File: config.mk
export PLATFORM = sky130hd
export DESIGN_NAME = fru_sqrt
export DESIGN_NICKNAME = d
export VERILOG_FILES = /design/src/hdl/fru_sqrt.sv
export SDC_FILE = /design/constraint.sdc
export NUM_CORES = 2
export LEC_CHECK = 0
export BUFFER_PORTS_ARGS = -buffer_cell sky130_fd_sc_hd__clkbuf_2
export CAP_MARGIN = 15
export CORE_ASPECT_RATIO = 1.2
export CORE_UTILIZATION = 29
export CTS_BUF_LIST = sky130_fd_sc_hd__clkbuf_8
export DETAILED_ROUTE_END_ITERATION = 8
export GPL_TIMING_DRIVEN = 0
export SETUP_SLACK_MARGIN = 0.02
export SLEW_MARGIN = 0
export SYNTH_ARGS = -nofsm -noshare
export SYNTH_HDL_FRONTEND = slang
export SYNTH_SLANG_ARGS = --single-unit
export TNS_END_PERCENT = 20
File: constraint.sdc
create_clock -name clk -period 3.5 [get_ports clk]
set_input_delay 0.7 -clock clk [delete_from_list [all_inputs] [get_ports clk]]
set_output_delay 0.7 -clock clk [all_outputs]
set_load 0.01 [all_outputs]
File: src/hdl/fru_sqrt.sv
// Pipelined integer square root, one root bit per register stage.
// Uses no package; side data travels with each item unchanged.
module fru_sqrt #(
  parameter int RW = 31,
  parameter int SW = 1
) (
  input  logic            clk,
  input  logic            rst,
  input  logic            en,
  input  logic            in_valid,
  input  logic [2*RW-1:0] in_rad,
  input  logic [SW-1:0]   in_side,
  output logic            out_valid,
  output logic [RW-1:0]   out_root,
  output logic [SW-1:0]   out_side
);

  logic [RW-1:0]   vld_q;
  logic [RW:0]     rem_q  [RW];
  logic [RW-1:0]   root_q [RW];
  logic [2*RW-1:0] rad_q  [RW];
  logic [SW-1:0]   side_q [RW];

  for (genvar k = 0; k < RW; k++) begin : g_stage
    logic            v_i;
    logic [RW:0]     rem_i;
    logic [RW-1:0]   root_i;
    logic [2*RW-1:0] rad_i;
    logic [SW-1:0]   side_i;
    logic [RW+1:0]   cur;
    logic [RW+1:0]   trial;
    logic [RW+1:0]   diff;
    logic            ge;

    if (k == 0) begin : g_first
      assign v_i    = in_valid;
      assign rem_i  = '0;
      assign root_i = '0;
      assign rad_i  = in_rad;
      assign side_i = in_side;
    end else begin : g_rest
      assign v_i    = vld_q[k-1];
      assign rem_i  = rem_q[k-1];
      assign root_i = root_q[k-1];
      assign rad_i  = rad_q[k-1];
      assign side_i = side_q[k-1];
    end

    // bring down two radicand bits, try root*4+1
    assign cur   = {rem_i[RW-1:0], rad_i[2*RW-1 -: 2]};
    assign trial = {root_i, 2'b01};
    assign diff  = cur - trial;
    assign ge    = cur >= trial;

    always_ff @(posedge clk) begin
      if (rst) begin
        vld_q[k] <= 1'b0;
      end else if (en) begin
        vld_q[k] <= v_i;
      end
    end

    always_ff @(posedge clk) begin
      if (en) begin
        rem_q[k]  <= ge ? diff[RW:0] : cur[RW:0];
        root_q[k] <= {root_i[RW-2:0], ge};
        rad_q[k]  <= rad_i << 2;
        side_q[k] <= side_i;
      end
    end
  end

  assign out_valid = vld_q[RW-1];
  assign out_root  = root_q[RW-1];
  assign out_side  = side_q[RW-1];

endmodule

==> flow_summary.json <==
{
  "wl_met2_um": 121000,
  "setup_tns_ns": -0.0547,
  "postSynthAreaPerCell_um2": 13.0,
  "synth-edff-count": 2344,
  "dieArea_mm2": 0.381,
  "cts_tree": "yes",
  "initialDrtViolationCount": 3541,
  "grtUsageTotal_pct": 11.5,
  "cp_max_fo": 4,
  "finalMaxSlewViolations": 0,
  "fin_skew_ns": 0.0817,
  "worst_slack_ns": -0.0530,
  "post-route-min-period_ns": 3.55,
  "total_power_uw": 79600,
  "cts_made_buffers": 401,
  "async_flop_share_pct": 0,
  "final_hold_viol_count": 0,
  "critPathCaptureType": "flop",
  "violations": "negative setup slack",
  "yosysWarnings": 0,
  "gp_congestion": 0.888,
  "syn_inst": 8466,
  "io_buffers": 99,
  "switchingPower_uw": 23700,
  "chipWidth_um": 563,
  "synth_area_mm2": 0.110,
  "antenna_found_initial": 6,
  "clock-sinks": 2375,
  "num_rows": 247,
  "grt_pass1_vias": 67300,
  "met3_length_um": 8510,
  "n_fill_cell": 37100,
  "ir_drop_mv": 0.368,
  "nets": 9662,
  "switching_share_pct": 29.7,
  "insertion_delay_ns": 1.04,
  "routed_wirelength_um": 225000,
  "rsz0062_at_grt": "yes",
  "clk_path_buf_depth": 4,
  "crit_required_ns": 4.28,
  "drt_first_pass_iters": 5,
  "crit_arrival_ns": 4.34,
  "via_count": 65700,
  "wl_per_cell_um": 15.7,
  "drive_gt1_share_pct": 11.0,
  "grt_pass1_wl_um": 352000,
  "hpwl_um": 160000,
  "dr.max_layer_used": "met5",
  "yosys_register_bits": 2375,
  "syn-num-nets": 9061,
  "slew_headroom_pct": 31.7,
  "htreeDepth": 5,
  "viasPerCell": 4.58,
  "place_inst": 13600,
  "path_clk_slew_ns": 0.06,
  "worst_pin_slew_ns": 1.02,
  "startpoint_type": "flop",
  "p_seq_share_pct": 47.9,
  "io-pin-count": 100,
  "synth_flop_cell": "edfxtp_1",
  "core_area_mm2": 0.377,
  "detail-route-antenna-nets": 0,
  "yosysUniqueCellTypes": 89,
  "drc": 0,
  "p_int_uw": 55900,
  "p_clk_share_pct": 30.4,
  "die_h_um": 676,
  "worstSetupPathType": "reg -> reg",
  "synth_common_cells": "2,344 x edfxtp_1, 661 x inv_1, 549 x nand2_1",
  "period_share_pct": 102,
  "synth_most_common_cell": "edfxtp_1",
  "status": "finished, violations left",
  "fin_cells": 14400,
  "dp_slack_ns": -1.41,
  "ys_seq_area_share_pct": 64.7,
  "area_growth_pct": 15.6,
  "combPwrFrac_pct": 21.7,
  "synth.area.top_cells": "edfxtp_1 64%, ha_1 6.0%, xnor2_1 3.0%",
  "fmax_mhz": 281,
  "grt_overflow_total": 0,
  "p_leak_uw": 0.0480,
  "grt_max_degree": 123,
  "setup_viol": 2,
  "root_buffer": "clkbuf_8",
  "synth_top_area_share_pct": 64.2,
  "synth_top_cell_by_area": "edfxtp_1",
  "drv_cap": 0,
  "initial_core_util_pct": 29.1,
  "power_density_mw_per_mm2": 627,
  "hold_path.class": "in -> reg",
  "hold_ws_ns": 0.332,
  "wl_met1_um": 81700
}
worst max-delay path, stage by stage (launching register included):
cell       delay (ns)
edfxtp_1         0.40
ha_1             0.37
nor2b_1          0.16
o21ai_2          0.39
a21oi_1          0.24
o2111ai_1        0.29
a21boi_0         0.18
o21ai_0          0.59
o21ai_0          0.24
xor2_1           0.18
mux2_2           0.27
worst paths after layout:
| path | end | depth (start not counted) | slack (ns) | start |
|---|---|---|---|---|
| max | rem_q[9][52] | 10 | -0.05 | rem_q[9][0] |
| min reg2reg | rad_q[3][46] | 0 | 0.37 | rad_q[2][44] |
| min | rad_q[2][33] | 2 | 0.33 | en |
| max reg2reg | rem_q[9][52] | 10 | -0.05 | rem_q[9][0] |
flip-flops by register name, summed over array words and instances, names as in the netlist:
register and count:
out_valid 1, rem_q 887, g_stage.v_i 30, rad_q 930, root_q 496, side_q 31
power groups by stage:
stage	combinational (uW)	clock, uW	sequential, uW
after global placement	12700	0	39000
after global routing	19200	26500	38500
after detailed placement	16600	0	38700
final	17200	24200	38100
after CTS	17100	25400	38100
after floorplan	12200	0	37800
per-layer routing:
layer	GRT usage, %	vias up
met4	7.15	2
met5	0	-
met3	2.06	660
met2	22.4	1220
li1	-	32600
met1	11.1	31200
layout by cell type (no fill, tap or decap), types with 105 or more instances in the layout:
cell         n
inv_1      757
nand3_1    141
nor3_1     195
edfxtp_1  2344
clkbuf_2   132
clkbuf_8   412
a21oi_1    498
nand2_1    547
a21o_1     230
ha_1       525
nand2b_1   105
xor2_1     342
o21ai_0    430
xnor2_1    377
nor2_1     541
timing repair:
action	in CTS	in global routing
endpoints found under the hold margin	89	0
hold buffers	67	0
resized for setup	215	128
cloned	0	2
endpoints found under the setup margin	799	665
buffers inserted	17	1
pin swaps	14	11
cells by family after synthesis:
| logic type | share of synthesized area [%] |
|---|---|
| flip-flops | 64.7 |
| multiplexers | 0.991 |
| adder cells (fa/ha/maj) | 6.02 |
| XOR/XNOR | 5.74 |
| AO/OA/AOI/OAI | 9.62 |
| buffers and inverters | 2.87 |
| AND/OR/NAND/NOR | 10.0 |
| other | 0.00342 |
through the flow:
| step | utilization, % | cell area (um^2) |
|---|---|---|
| floorplan | - | 110000 |
| global route | 33.7 | 127000 |
| CTS | 33.6 | 126000 |
| finish | 33.7 | 127000 |
| detailed placement | 31.1 | 117000 |
| global placement | 30.9 | 116000 |
area by class of cell:
type | instances | area, um^2 | share of cell area, %
Timing Repair Buffer | 210 | 2030 | 1.60
Antenna cell | 5 | 12.5 | 0.00986
Clock buffer | 410 | 5640 | 4.45
Sequential cell | 2375 | 71000 | 56.0
Tap cell | 4980 | 6230 | 4.91
Inverter | 664 | 2490 | 1.97
Clock inverter | 302 | 2080 | 1.64
Buffer | 158 | 792 | 0.624
Multi-Input combinational cell | 5257 | 36600 | 28.8
No activity file was read; power rests on OpenSTA's default activity.
